## src/dual_tone_curve_mapper_unit_assert.svh

```systemverilog
// ----------------------------------------------------------------------------
// Assertion macros for the tone curve mapper
// Immediate-consequence and next-cycle property forms, clocked on clk and
// disabled while arst_n is low.
// ----------------------------------------------------------------------------
`ifndef DUAL_TONE_CURVE_MAPPER_UNIT_ASSERT_SVH
`define DUAL_TONE_CURVE_MAPPER_UNIT_ASSERT_SVH

// cons must hold in the same cycle as ante
`define DTCM_ASSERT_SAME(lbl, ante, cons, msg) \
	lbl: assert property (@(posedge clk) disable iff (!arst_n) (ante) |-> (cons)) \
		else $error(msg);

// cons must hold in the cycle after ante
`define DTCM_ASSERT_NEXT(lbl, ante, cons, msg) \
	lbl: assert property (@(posedge clk) disable iff (!arst_n) (ante) |=> (cons)) \
		else $error(msg);

`endif

```

## src/dtcm_pkg.sv

```systemverilog
// ----------------------------------------------------------------------------
// dtcm_pkg
// Shared types and constants of the dual tone curve mapper.
// ----------------------------------------------------------------------------
package dtcm_pkg;

	localparam int unsigned CFG_IDX_W = 3;

	typedef logic [7:0] pix_t;

	localparam pix_t FULL_SCALE = 8'd255;

	// register indexes
	localparam logic [CFG_IDX_W-1:0] REG_KNEE   = 3'd0;
	localparam logic [CFG_IDX_W-1:0] REG_GAIN   = 3'd1;
	localparam logic [CFG_IDX_W-1:0] REG_SLOPE  = 3'd2;
	localparam logic [CFG_IDX_W-1:0] REG_OFFSET = 3'd3;
	localparam logic [CFG_IDX_W-1:0] REG_END    = 3'd4;

	// register reset values
	localparam pix_t KNEE_RST   = 8'd32;
	localparam pix_t GAIN_RST   = 8'd224;
	localparam pix_t SLOPE_RST  = 8'd32;
	localparam pix_t OFFSET_RST = 8'd64;
	localparam pix_t END_RST    = 8'd200;

	// a, b, c, d, e of the curve definition
	typedef struct packed {
		pix_t knee;
		pix_t gain;
		pix_t slope;
		pix_t offset;
		pix_t high;
	} cfg_t;

	// derived breakpoints
	typedef struct packed {
		pix_t p1;
		pix_t p2;
		pix_t pd;
	} bp_t;

	typedef enum logic [1:0] {
		BP_IDLE,
		BP_LOAD,
		BP_CHECK,
		BP_STEP
	} bp_state_t;

	typedef enum logic [1:0] {
		SEL_P1,
		SEL_P2,
		SEL_PD
	} bp_sel_t;

endpackage

```

## src/dtcm_bp_unit.sv

```systemverilog
// ----------------------------------------------------------------------------
// dtcm_bp_unit
// Derives the three breakpoints from the curve registers with one shared
// restoring divider, one quotient bit per cycle. Restarts on any write.
// ----------------------------------------------------------------------------
module dtcm_bp_unit
	import dtcm_pkg::*;
(
	input  logic clk,
	input  logic arst_n,
	input  logic restart,
	input  cfg_t cfg,
	output bp_t  bp,
	output logic ready
);

	bp_state_t          state_q, state_d;
	bp_sel_t            sel_q, sel_d;
	logic [2:0]         cnt_q, cnt_d;
	logic [24:0]        num_q, num_d;
	logic signed [17:0] den_q, den_d;
	logic [16:0]        rem_q, rem_d;
	logic [7:0]         quo_q, quo_d;
	bp_t                bp_q, bp_d;

	pix_t               na;
	logic [15:0]        prod_ab, prod_ac, prod_nd, b255, d255;
	logic [16:0]        inner;
	logic signed [8:0]  bmc, dme;
	logic signed [17:0] bmc18, na17, dme17, prod_nde;
	logic signed [17:0] ld_den;
	logic [24:0]        ld_num;
	pix_t               num_lo;
	logic [17:0]        trial;
	logic               qbit;
	logic               res_we;
	pix_t               res;
	logic               advance;

	// operand formation
	always_comb begin
		na       = FULL_SCALE - cfg.knee;
		prod_ab  = {8'd0, cfg.knee} * {8'd0, cfg.gain};
		prod_ac  = {8'd0, cfg.knee} * {8'd0, cfg.slope};
		prod_nd  = {8'd0, na} * {8'd0, cfg.offset};
		b255     = {cfg.gain, 8'd0} - {8'd0, cfg.gain};
		d255     = {cfg.offset, 8'd0} - {8'd0, cfg.offset};
		inner    = {1'b0, prod_nd} + {1'b0, prod_ab};
		bmc      = $signed({1'b0, cfg.gain}) - $signed({1'b0, cfg.slope});
		dme      = $signed({1'b0, cfg.offset}) - $signed({1'b0, cfg.high});
		bmc18    = {{9{bmc[8]}}, bmc};
		na17     = $signed({10'd0, na});
		dme17    = {{9{dme[8]}}, dme};
		prod_nde = na17 * dme17;
		case (sel_q)
			SEL_P1: begin
				ld_num = {1'b0, prod_ab, 8'd0} - {9'd0, prod_ab};
				ld_den = (bmc18 <<< 8) - bmc18 - $signed({2'b0, prod_ac});
			end
			SEL_P2: begin
				// numerator of p2 runs to 25 bits
				ld_num = {inner, 8'd0} - {8'd0, inner};
				ld_den = prod_nde + $signed({2'b0, b255});
			end
			SEL_PD: begin
				ld_num = {9'd0, d255};
				ld_den = 18'sd255 + $signed({10'd0, cfg.offset})
					- $signed({10'd0, cfg.high});
			end
			default: begin
				ld_num = '0;
				ld_den = '0;
			end
		endcase
	end

	// sequencer
	always_comb begin
		state_d = state_q;
		sel_d   = sel_q;
		cnt_d   = cnt_q;
		num_d   = num_q;
		den_d   = den_q;
		rem_d   = rem_q;
		quo_d   = quo_q;
		bp_d    = bp_q;
		res     = '0;
		res_we  = 1'b0;
		num_lo  = num_q[7:0];
		trial   = {rem_q, num_lo[cnt_q]};
		qbit    = (trial >= {1'b0, den_q[16:0]});

		case (state_q)
			BP_IDLE: begin
			end
			BP_LOAD: begin
				num_d   = ld_num;
				den_d   = ld_den;
				state_d = BP_CHECK;
			end
			BP_CHECK: begin
				if (den_q == '0) begin
					res    = FULL_SCALE;
					res_we = 1'b1;
				end else if (den_q[17]) begin
					res    = '0;
					res_we = 1'b1;
				end else if (num_q[24:8] >= den_q[16:0]) begin
					res    = FULL_SCALE;
					res_we = 1'b1;
				end else begin
					rem_d   = num_q[24:8];
					cnt_d   = 3'd7;
					state_d = BP_STEP;
				end
			end
			BP_STEP: begin
				rem_d = qbit ? 17'(trial - {1'b0, den_q[16:0]}) : trial[16:0];
				quo_d = {quo_q[6:0], qbit};
				if (cnt_q == 3'd0) begin
					res    = {quo_q[6:0], qbit};
					res_we = 1'b1;
				end else begin
					cnt_d = cnt_q - 3'd1;
				end
			end
			default: state_d = BP_IDLE;
		endcase

		advance = res_we;
		if (res_we) begin
			case (sel_q)
				SEL_P1:  bp_d.p1 = res;
				SEL_P2:  bp_d.p2 = res;
				SEL_PD:  bp_d.pd = res;
				default: bp_d    = bp_q;
			endcase
		end
		if (advance) begin
			case (sel_q)
				SEL_P1: begin
					sel_d   = SEL_P2;
					state_d = BP_LOAD;
				end
				SEL_P2: begin
					sel_d   = SEL_PD;
					state_d = BP_LOAD;
				end
				default: state_d = BP_IDLE;
			endcase
		end

		if (restart) begin
			state_d = BP_LOAD;
			sel_d   = SEL_P1;
		end
	end

	always_ff @(posedge clk or negedge arst_n) begin
		if (!arst_n) begin
			state_q <= BP_LOAD;
			sel_q   <= SEL_P1;
			cnt_q   <= '0;
		end else begin
			state_q <= state_d;
			sel_q   <= sel_d;
			cnt_q   <= cnt_d;
		end
	end

	always_ff @(posedge clk) begin
		num_q <= num_d;
		den_q <= den_d;
		rem_q <= rem_d;
		quo_q <= quo_d;
		bp_q  <= bp_d;
	end

	assign bp    = bp_q;
	assign ready = (state_q == BP_IDLE);

endmodule

```

## src/dtcm_seg_pipe.sv

```systemverilog
// ----------------------------------------------------------------------------
// dtcm_seg_pipe
// Six-stage sample pipeline: segment compare, products, division by 255
// and a pipelined middle-segment divider, two quotient bits per stage.
// ----------------------------------------------------------------------------
module dtcm_seg_pipe
	import dtcm_pkg::*;
(
	input  logic clk,
	input  logic arst_n,
	input  logic take,
	input  pix_t luma,
	input  cfg_t cfg,
	input  bp_t  bp,
	output logic rdy,
	output logic out_valid,
	input  logic out_stall,
	output pix_t bright,
	output pix_t dark
);

	typedef struct packed {
		logic lt_p1;
		logic lt_p2;
		pix_t low_q;
		pix_t up_q;
		pix_t dark;
		logic kill;
		logic sat;
		pix_t rem;
		pix_t quo;
		pix_t lo;
		pix_t den;
	} mid_t;

	// x / 255 for x below 2^16: estimate, then one correction
	function automatic pix_t div255(input logic [15:0] x);
		logic [16:0] sum;
		logic [8:0]  q0;
		logic [16:0] r;
		sum = {1'b0, x} + {9'd0, x[15:8]};
		q0  = sum[16:8];
		r   = {1'b0, x} - ({q0, 8'd0} - {8'd0, q0});
		if (r >= 17'd255) q0 = q0 + 9'd1;
		return q0[7:0];
	endfunction

	// one restoring step: {next remainder, quotient bit}
	function automatic logic [8:0] mid_step(input pix_t rem, input logic nb,
		input pix_t den);
		logic [8:0] t;
		t = {rem, nb};
		if (t >= {1'b0, den}) return {8'(t - {1'b0, den}), 1'b1};
		return {t[7:0], 1'b0};
	endfunction

	logic v_s1, v_s2, v_s3, v_s4, v_s5, v_s6;
	logic r1, r2, r3, r4, r5, r6;

	// stage 1
	pix_t luma_s1, diff_s1, den_s1;
	logic lt_p1_s1, lt_p2_s1, lt_pd_s1, kill_s1;
	// stage 2
	pix_t luma_s2, den_s2;
	logic lt_p1_s2, lt_p2_s2, lt_pd_s2, kill_s2;
	logic [15:0] low_num_s2, mid_num_s2, up_num_s2;
	logic [16:0] up_sum;
	// stages 3..6
	mid_t st3_d, st4_d, st5_d, st3_s3, st4_s4, st5_s5;
	logic [8:0] a3, b3, a4, b4, a5, b5, a6, b6;
	pix_t quo_full, mid_val;
	pix_t bright_s6, dark_s6;

	assign r6  = !v_s6 || !out_stall;
	assign r5  = !v_s5 || r6;
	assign r4  = !v_s4 || r5;
	assign r3  = !v_s3 || r4;
	assign r2  = !v_s2 || r3;
	assign r1  = !v_s1 || r2;
	assign rdy = r1;

	always_ff @(posedge clk or negedge arst_n) begin
		if (!arst_n) begin
			v_s1 <= 1'b0;
			v_s2 <= 1'b0;
			v_s3 <= 1'b0;
			v_s4 <= 1'b0;
			v_s5 <= 1'b0;
			v_s6 <= 1'b0;
		end else begin
			if (r1) v_s1 <= take;
			if (r2) v_s2 <= v_s1;
			if (r3) v_s3 <= v_s2;
			if (r4) v_s4 <= v_s3;
			if (r5) v_s5 <= v_s4;
			if (r6) v_s6 <= v_s5;
		end
	end

	// stage 1: segment decisions
	always_ff @(posedge clk) begin
		if (r1) begin
			luma_s1  <= luma;
			lt_p1_s1 <= (luma < bp.p1);
			lt_p2_s1 <= (luma < bp.p2);
			lt_pd_s1 <= (luma < bp.pd);
			kill_s1  <= (luma < cfg.knee) || (cfg.knee == FULL_SCALE);
			diff_s1  <= luma - cfg.knee;
			den_s1   <= FULL_SCALE - cfg.knee;
		end
	end

	// stage 2: products
	assign up_sum = {1'b0, {8'd0, cfg.high} * {8'd0, luma_s1}}
		+ {1'b0, {8'd0, cfg.offset} * {8'd0, FULL_SCALE - luma_s1}};

	always_ff @(posedge clk) begin
		if (r2) begin
			luma_s2    <= luma_s1;
			lt_p1_s2   <= lt_p1_s1;
			lt_p2_s2   <= lt_p2_s1;
			lt_pd_s2   <= lt_pd_s1;
			kill_s2    <= kill_s1;
			den_s2     <= den_s1;
			low_num_s2 <= {8'd0, cfg.slope} * {8'd0, luma_s1};
			mid_num_s2 <= {8'd0, cfg.gain} * {8'd0, diff_s1};
			up_num_s2  <= up_sum[15:0];
		end
	end

	// stage 3: /255 paths, divider setup and quotient bits 7..6
	always_comb begin
		st3_d.lt_p1 = lt_p1_s2;
		st3_d.lt_p2 = lt_p2_s2;
		st3_d.low_q = div255(low_num_s2);
		st3_d.up_q  = div255(up_num_s2);
		st3_d.dark  = lt_pd_s2 ? luma_s2 : st3_d.up_q;
		st3_d.kill  = kill_s2;
		st3_d.sat   = (mid_num_s2[15:8] >= den_s2);
		st3_d.lo    = mid_num_s2[7:0];
		st3_d.den   = den_s2;
		a3          = mid_step(mid_num_s2[15:8], mid_num_s2[7], den_s2);
		b3          = mid_step(a3[8:1], mid_num_s2[6], den_s2);
		st3_d.rem   = b3[8:1];
		st3_d.quo   = {6'd0, a3[0], b3[0]};
	end

	// stage 4: bits 5..4
	always_comb begin
		st4_d     = st3_s3;
		a4        = mid_step(st3_s3.rem, st3_s3.lo[5], st3_s3.den);
		b4        = mid_step(a4[8:1], st3_s3.lo[4], st3_s3.den);
		st4_d.rem = b4[8:1];
		st4_d.quo = {st3_s3.quo[5:0], a4[0], b4[0]};
	end

	// stage 5: bits 3..2
	always_comb begin
		st5_d     = st4_s4;
		a5        = mid_step(st4_s4.rem, st4_s4.lo[3], st4_s4.den);
		b5        = mid_step(a5[8:1], st4_s4.lo[2], st4_s4.den);
		st5_d.rem = b5[8:1];
		st5_d.quo = {st4_s4.quo[5:0], a5[0], b5[0]};
	end

	// stage 6: bits 1..0 and curve selection
	always_comb begin
		a6       = mid_step(st5_s5.rem, st5_s5.lo[1], st5_s5.den);
		b6       = mid_step(a6[8:1], st5_s5.lo[0], st5_s5.den);
		quo_full = {st5_s5.quo[5:0], a6[0], b6[0]};
		if (st5_s5.kill)     mid_val = '0;
		else if (st5_s5.sat) mid_val = FULL_SCALE;
		else                 mid_val = quo_full;
	end

	always_ff @(posedge clk) begin
		if (r3) st3_s3 <= st3_d;
		if (r4) st4_s4 <= st4_d;
		if (r5) st5_s5 <= st5_d;
		if (r6) begin
			if (st5_s5.lt_p1)      bright_s6 <= st5_s5.low_q;
			else if (st5_s5.lt_p2) bright_s6 <= mid_val;
			else                   bright_s6 <= st5_s5.up_q;
			dark_s6 <= st5_s5.dark;
		end
	end

	assign out_valid = v_s6;
	assign bright    = bright_s6;
	assign dark      = dark_s6;

endmodule

```

## src/dual_tone_curve_mapper_unit.sv

```systemverilog
// ----------------------------------------------------------------------------
// dual_tone_curve_mapper_unit
// Maps 8-bit luma through a bright and a dark piecewise-linear tone curve.
//
// Input channel (in_valid / in_stall / luma_in): one sample per transfer.
// Output channel (out_valid / out_stall / bright_value, dark_value): one
// result per sample, in order. Configuration: cfg_we with cfg_index 0..4
// selects knee, gain, slope, offset, end; other indexes are ignored.
// Throughput: one transfer per clock on both sides while neither side is
// stalled. Each sample passes through the six-stage sample pipeline before
// its result is offered on the output.
// A receiver stall freezes the pipeline in place; in_stall rises once the
// pipeline is full, so nothing is dropped or repeated.
// Breakpoints come from a shared bit-serial divider: after reset and after
// every register write the input is stalled while the three breakpoints
// are rebuilt from the registers, one after another.
// Reset clears the pipeline and loads the register defaults.
// ----------------------------------------------------------------------------
`include "dual_tone_curve_mapper_unit_assert.svh"

module dual_tone_curve_mapper_unit
	import dtcm_pkg::*;
(
	input  logic                 clk,
	input  logic                 arst_n,
	// configuration
	input  logic                 cfg_we,
	input  logic [CFG_IDX_W-1:0] cfg_index,
	input  logic [7:0]           cfg_data,
	// sample input
	input  logic                 in_valid,
	output logic                 in_stall,
	input  logic [7:0]           luma_in,
	// result output
	output logic                 out_valid,
	input  logic                 out_stall,
	output logic [7:0]           bright_value,
	output logic [7:0]           dark_value
);

	cfg_t cfg_q;
	bp_t  bp;
	logic bp_ready;
	logic pipe_rdy;
	logic take;

	// curve registers; the user must let writes arrive only while the block is drained, the block does not enforce it
	always_ff @(posedge clk or negedge arst_n) begin
		if (!arst_n) begin
			cfg_q.knee   <= KNEE_RST;
			cfg_q.gain   <= GAIN_RST;
			cfg_q.slope  <= SLOPE_RST;
			cfg_q.offset <= OFFSET_RST;
			cfg_q.high   <= END_RST;
		end else if (cfg_we) begin
			case (cfg_index)
				REG_KNEE:   cfg_q.knee   <= cfg_data;
				REG_GAIN:   cfg_q.gain   <= cfg_data;
				REG_SLOPE:  cfg_q.slope  <= cfg_data;
				REG_OFFSET: cfg_q.offset <= cfg_data;
				REG_END:    cfg_q.high   <= cfg_data;
				default:    cfg_q        <= cfg_q;
			endcase
		end
	end

	// breakpoint rebuild; any write restarts it, even one to an unused index
	dtcm_bp_unit u_bp (
		.clk     (clk),
		.arst_n  (arst_n),
		.restart (cfg_we),
		.cfg     (cfg_q),
		.bp      (bp),
		.ready   (bp_ready)
	);

	// input is held off while breakpoints are stale or the pipe is backed up
	assign in_stall = !(bp_ready && pipe_rdy);
	assign take     = in_valid && !in_stall;

	dtcm_seg_pipe u_pipe (
		.clk       (clk),
		.arst_n    (arst_n),
		.take      (take),
		.luma      (luma_in),
		.cfg       (cfg_q),
		.bp        (bp),
		.rdy       (pipe_rdy),
		.out_valid (out_valid),
		.out_stall (out_stall),
		.bright    (bright_value),
		.dark      (dark_value)
	);

	// a register write must stall the input on the following cycle
	`DTCM_ASSERT_NEXT(a_cfg_blocks_input, cfg_we, in_stall, "input open after a register write")
	// breakpoints stay settled until the next write
	`DTCM_ASSERT_NEXT(a_bp_stays_ready, bp_ready && !cfg_we, bp_ready, "breakpoints restarted")
	// no sample transfer against stale breakpoints
	`DTCM_ASSERT_SAME(a_take_needs_bp, in_valid && !in_stall, bp_ready, "sample taken too early")

endmodule

```

## config.mk

```make
export PLATFORM = sky130hd
export DESIGN_NAME = dual_tone_curve_mapper_unit
export DESIGN_NICKNAME = d
export VERILOG_FILES = /design/src/dtcm_pkg.sv /design/src/dtcm_bp_unit.sv /design/src/dtcm_seg_pipe.sv /design/src/dual_tone_curve_mapper_unit.sv
export VERILOG_INCLUDE_DIRS = /design/src /design/src/src
export SDC_FILE = /design/constraint.sdc
export NUM_CORES = 2
export LEC_CHECK = 0
export BUFFER_PORTS_ARGS = -buffer_cell sky130_fd_sc_hd__buf_4
export CAP_MARGIN = 20
export CORE_MARGIN = 2
export CORE_UTILIZATION = 30
export DETAILED_ROUTE_END_ITERATION = 6
export PLACE_DENSITY_LB_ADDON = 0.15
export SLEW_MARGIN = 20
export SYNTH_ARGS = -nofsm -noshare
export SYNTH_HDL_FRONTEND = slang
export SYNTH_SLANG_ARGS = --single-unit
```

## constraint.sdc

```tcl
create_clock -name clk -period 9.25 [get_ports clk]
set_input_delay 0.925 -clock clk [delete_from_list [all_inputs] [get_ports clk]]
set_output_delay 0.925 -clock clk [all_outputs]
set_load 0.01 [all_outputs]
```

Word level (Yosys, flattened, before mapping)
Index checks and enable logic that the tools add are counted.
{"block": "totals", "ff_bits": 412, "inputBits": 24, "out_inout_bits": 18, "wordCells": 257}
{"block": "classes", "addsub": 33, "mul": 8, "order_cmp": 18, "n_eq_ne": 17, "mux": 65, "reduce_logical": 39}
{"cell": "9-bit 2-to-1 mux", "count": 14}
{"cell": "8-bit by 8-bit multiplier with 16-bit output", "count": 7}
{"cell": "8-bit 2-to-1 mux", "count": 11}
{"cell": "25-bit case mux with 3 select lines", "count": 1}
{"cell": "9-bit by 8-bit greater-or-equal comparator with 1-bit output", "count": 8}
{"cell": "17-bit 2-to-1 mux", "count": 4}
{"cell": "8-bit subtractor", "count": 8}
{"cell": "18-bit case mux with 3 select lines", "count": 1}
{"cell": "16-bit by 8-bit adder with 17-bit output", "count": 2}
{"cell": "17-bit by 8-bit greater-or-equal comparator with 1-bit output, second input constant", "count": 2}
{"cell": "17-bit case mux with 2 select lines", "count": 1}
{"cell": "16-bit by 17-bit subtractor with 17-bit output", "count": 2}
{"cell": "17-bit by 9-bit subtractor with 17-bit output", "count": 2}
{"cell": "8-bit < comparator", "count": 4}
{"cell": "16-bit by 8-bit subtractor with 16-bit output", "count": 2}
{"cell": "24-bit by 16-bit subtractor with 25-bit output", "count": 1}
{"cell": "25-bit by 17-bit subtractor with 25-bit output", "count": 1}
{"cell": "18-bit by 17-bit adder with 18-bit output", "count": 1}
{"cell": "18-bit by 17-bit greater-or-equal comparator with 1-bit output", "count": 1}
{"cell": "18-bit logical NOT", "count": 1}
{"cell": "9-bit by 9-bit multiplier with 18-bit output", "count": 1}
{"cell": "2-bit AND reduction", "count": 9}
{"cell": "17-bit by 9-bit subtractor with 18-bit output", "count": 1}
{"cell": "18-bit by 17-bit subtractor with 18-bit output", "count": 1}
{"cell": "other kinds (40)", "count": 94}

Longest topological paths before layout
{"block": "logic_depth", "word_depth": 10, "mapped_depth": 39, "depth_no_buf": 38}

By module
From an unflattened synthesis, not the netlist that was laid out.
{"block": "hier_totals", "cells_unflattened": 4476, "hier_area_um2": 44266.2}
{"module": "dtcm_seg_pipe", "instances": 1, "cells_each": 2247, "area_each_um2": 23881.7, "seq_area_each_um2": 8197.9}
{"module": "dtcm_bp_unit", "instances": 1, "cells_each": 2139, "area_each_um2": 18831.8, "seq_area_each_um2": 2909.0}
{"module": "dual_tone_curve_mapper_unit", "instances": 1, "cells_each": 90, "area_each_um2": 1552.7, "seq_area_each_um2": 1012.2}

Worst setup path after synthesis
OpenSTA, ideal clock, no wires.
{"block": "synth_path", "kind": "reg-to-reg", "from": "register cfg_q[31] in the netlist's numbering", "to": "register u_bp.num_q[24] (data pin)", "setup_ns": 0.256, "t_arrival_ns": 9.090, "path_slack_ns": -0.097, "stages_incl_launch_ff": 36, "n_path_buf": 2, "period_less_slack_ns": 9.347, "cell_sequence": "dfstp_2 > clkbuf_1 > clkbuf_1 > nand2_1 > fa_1 > fa_1 > inv_1 > fa_1 > inv_1 > fa_1 > inv_1 > ha_1 > a21oi_1 > xnor2_1 > xnor2_1 > fa_1 > fa_1 > fa_1 > inv_1 > ha_1 > o21a_1 > o21a_1 > o22ai_1 > nor2_1 > a211o_1 > a21o_1 > a21oi_1 > xor2_1 > ha_1 > or3_1 > and3b_1 > nand3_1 > nand2b_1 > nor3_1 > xnor2_1 > a22o_1"}
{"block": "synth_between", "elab_chain_cells": 4, "word_cells_on_any_way": 5, "classes_between": "3 x add/sub; 1 x mul; 1 x mux"}
{"element": "start: declaration", "line": "dual_tone_curve_mapper_unit.sv:41", "rtl": "cfg_t cfg_q;"}
{"element": "start signal: assignment", "line": "dual_tone_curve_mapper_unit.sv:62", "rtl": "default: cfg_q <= cfg_q;"}
{"element": "8-bit by 8-bit multiplier with 16-bit output (*)", "line": "dtcm_bp_unit.sv:43", "rtl": "prod_ab = {8'd0, cfg.knee} * {8'd0, cfg.gain};"}
{"element": "16-bit by 16-bit adder with 17-bit output", "line": "dtcm_bp_unit.sv:48", "rtl": "inner = {1'b0, prod_nd} + {1'b0, prod_ab};"}
{"element": "25-bit by 17-bit subtractor with 25-bit output", "line": "dtcm_bp_unit.sv:62", "rtl": "ld_num = {inner, 8'd0} - {8'd0, inner};"}
{"element": "25-bit case mux with 3 select lines (*)", "line": "dtcm_bp_unit.sv:55", "rtl": "case (sel_q)"}
{"element": "net u_bp.ld_num[24]", "line": "dtcm_bp_unit.sv:32", "rtl": "logic [24:0] ld_num;"}
{"element": "end signal: assignment", "line": "dtcm_bp_unit.sv:172", "rtl": "num_q <= num_d;"}
{"element": "end: declaration", "line": "dtcm_bp_unit.sv:20", "rtl": "logic [24:0] num_q, num_d;"}
The timed path passes the listed nets; every way through them passes the cells marked *.
A chain may end at the register's enable or synchronous reset.

Worst setup path in the final report
{"block": "layout_path", "from": "register cfg_q[27] in the netlist's numbering", "to": "register u_bp.num_q[21] (data pin)"}
The elaborated chain is that of the path after synthesis.

==> results.yml <==
outcome:
  status: "finished, final reports clean"
floorplan:
  dieArea_sq_mm: 0.149
  initial_core_util_pct: 30.1
  die_h_microns: 386
  core_sq_mm: 0.145
  ios: 42
  die_width_microns: 386
  placementRows: 140
synthesis:
  synthArstFlopShare_pct: 12.9
  synthMuxAreaShare_pct: 2.47
  yosysWarnings: 0
  synthSimpleGateAreaFrac_pct: 14.1
  synth.ff_latch_count: 412
  syn_avg_cell_area_sq_um: 9.71
  synth_compound_area_share_pct: 9.83
  ys.flop_type: "edfxtp_1"
  synthDistinctLibCells: 86
  seq_area_frac_synth_pct: 27.7
  syn_area_sq_mm: 0.0437
  syn-instance-count: 4504
  synth_top_family_by_area: "adder cells"
  synth-edff-count: 359
  synth_adder_area_share_pct: 33.4
  synthXorXnorAreaFrac_pct: 4.98
setup_path:
  worst-setup-path-type: "register to register"
  crit_required_ps: 9590
  cp_top_family: "adder cells"
  cp-end-kind: "register"
  critPathBufInv: 7
  worst_setup_path_start_kind: "register"
  cpMostUsedCell: "fa_1"
  arrival_ps: 9250
  cp_slowest_cell: "fa_1"
  cpPeakStageDelay_ps: 560
  cp_max_fo: 14
  r2r_setup_slack_ps: 340
global_routing:
  grt_util_all_layers_pct: 16.4
  grt_pass1_wl_microns: 188000
  gr-total-overflow: 0
  grt_max_degree: 70
  first_global_vias: 32000
  antenna_found_initial: 1
route:
  postRouteAntennaNets: 0
  finalWirelength_microns: 119000
  drc: 0
  dr.pass1.iters: 5
  viasPerCell: 4.68
  vias: 30700
  drt_iter0_markers: 1603
  routedWlPerCell_microns: 18.2
layout:
  area_growth_pct: 12.0
  seqCellArea_sq_mm: 0.0121
  fin_cells: 6563
  num-nets-final: 5570
  drive_gt1_share_pct: 8.47
  multi_input_area_sq_mm: 0.0286
  num-fill-cells: 14900
clock_tree:
  clkLatencyLatePin_ps: 650
  ctsLongestPathBuffers: 3
  cts.htree.levels: 2
  cts.sinks: 412
  hold_buffers: 0
  cts_tree: "done"
  ctsRootBufferMaster: "clkbuf_16"
  path_clk_slew_ps: 60
  cts_buffers: 50
timing:
  period_share_pct: 96.3
  drv_slew: 0
  worst_pin_slew_ps: 1000
  relSlewSlack_pct: 33.1
  period_needed_ps: 8910
  skew_ps: 34.2
  hold_viol_final: 0
  rsz0062_at_grt: "true"
  fin_tns_setup_ps: 0
  setup_violations: 0
  max_clock_freq_ghz: 0.112
placed_design:
  port_buffers: 41
  placed_cells: 6458
  dpl.hpwl_microns: 96000
  gp_congestion: 0.847
min_path:
  hold_path.class: "primary input to async pin"
run:
  drv_cap: 0
==> area by class of cell <==
cell class              count  share of cell area [%]
multi-input cells        3216                    58.3
clock inverters            30                   0.907
well taps                1917                    4.90
inverters                 755                    5.79
clock buffers              64                    2.72
flip-flops and latches    412                    24.7
diodes                      4                  0.0204
repair buffers            165                    2.59
==> stage by stage <==
stage / cell area, sq um / util (%) / setup slack (ps) / hold slack [ps]
2_1_floorplan: 43800 / - / 18.6 / 400
3_3_place_gp: 46900 / 32.3 / -36.8 / 402
3_5_place_dp: 47000 / 32.3 / -1.25 / 405
4_1_cts: 48700 / 33.6 / 29.6 / 372
5_1_grt: 49000 / 33.7 / -69.3 / 387
6_report: 49000 / 33.7 / 338 / 353
==> routing by layer <==
metal  wire length [microns]  share of wire [%]  global-route usage (%)
met1                   55300                 46                    21.9
met2                   56400                 47                    27.5
met3                    3650                3.1                    1.83
met4                    3820                3.2                    5.16
met5                      14              0.012                       0
==> state kept, by name, summed over array words and instances, names as in the netlist, 17 cells and up <==
name           flops
u_bp.rem_q        17
u_pipe.st5_s5     46
u_bp.bp           24
u_pipe.st4_s4     52
u_bp.num_q        25
u_pipe.st3_s3     52
cfg_q             40
u_bp.den_q        18
==> placed cells by master, fill, tap and decap left out, drive strengths merged, types with 28 or more instances in the layout <==
master,n
a21o,70
a21oi,167
and2,153
buf,165
clkbuf,64
dfrtp,43
edfxtp,359
fa,368
ha,578
inv,755
mux2,61
mux2i,35
nand2,375
nand2b,86
nand3,42
nand4,30
nor2,271
nor2b,115
nor3,62
o21a,31
o21ai,192
o21bai,28
xnor2,169
xor2,80
==> timing repair <==
item,4_1_cts,5_1_grt
setup endpoints to repair,5,11
gates resized for setup,1,39
setup buffers,0,7
pin swaps,0,9
==> synthesized netlist by cell type (110+ instances only) <==
library cell	instances	area, sq um
ha_1	578	7230
edfxtp_1	359	10800
inv_1	753	2830
a21oi_1	167	836
nor2b_1	115	719
nor2_1	271	1020
xnor2_1	169	1480
fa_1	368	7370
and2_1	153	957
nand2_1	375	1410
o21ai_0	189	946
clkbuf_1	110	413
==> final timing paths <==
| path | start | end | depth (start not counted) |
|---|---|---|---|
| max in group asynchronous | arst_n | cfg_q[33] | 1 |
| setup reg to reg | cfg_q[27] | u_bp.num_q[21] | 35 |
| hold reg to reg | u_pipe.st3_s3[56] | u_pipe.st4_s4[56] | 0 |
| min in group clk | u_pipe.st3_s3[56] | u_pipe.st4_s4[56] | 0 |
| hold / removal | arst_n | u_bp.state_q[1] | 1 |
| setup / recovery | cfg_q[27] | u_bp.num_q[21] | 35 |
==> cells by family after synthesis <==
family / count (synthesis)
DFF: 412
AOI/OAI and AO/OA: 673
buffers and inverters: 877
xor gates and xnor gates: 249
other: 1
adders and majority gates: 946
muxes: 98
and+or+nand+nor: 1248
Power is left out: the tool's default activity adds up to more than one toggle a clock period on the data nets, which glitch-free logic cannot reach.
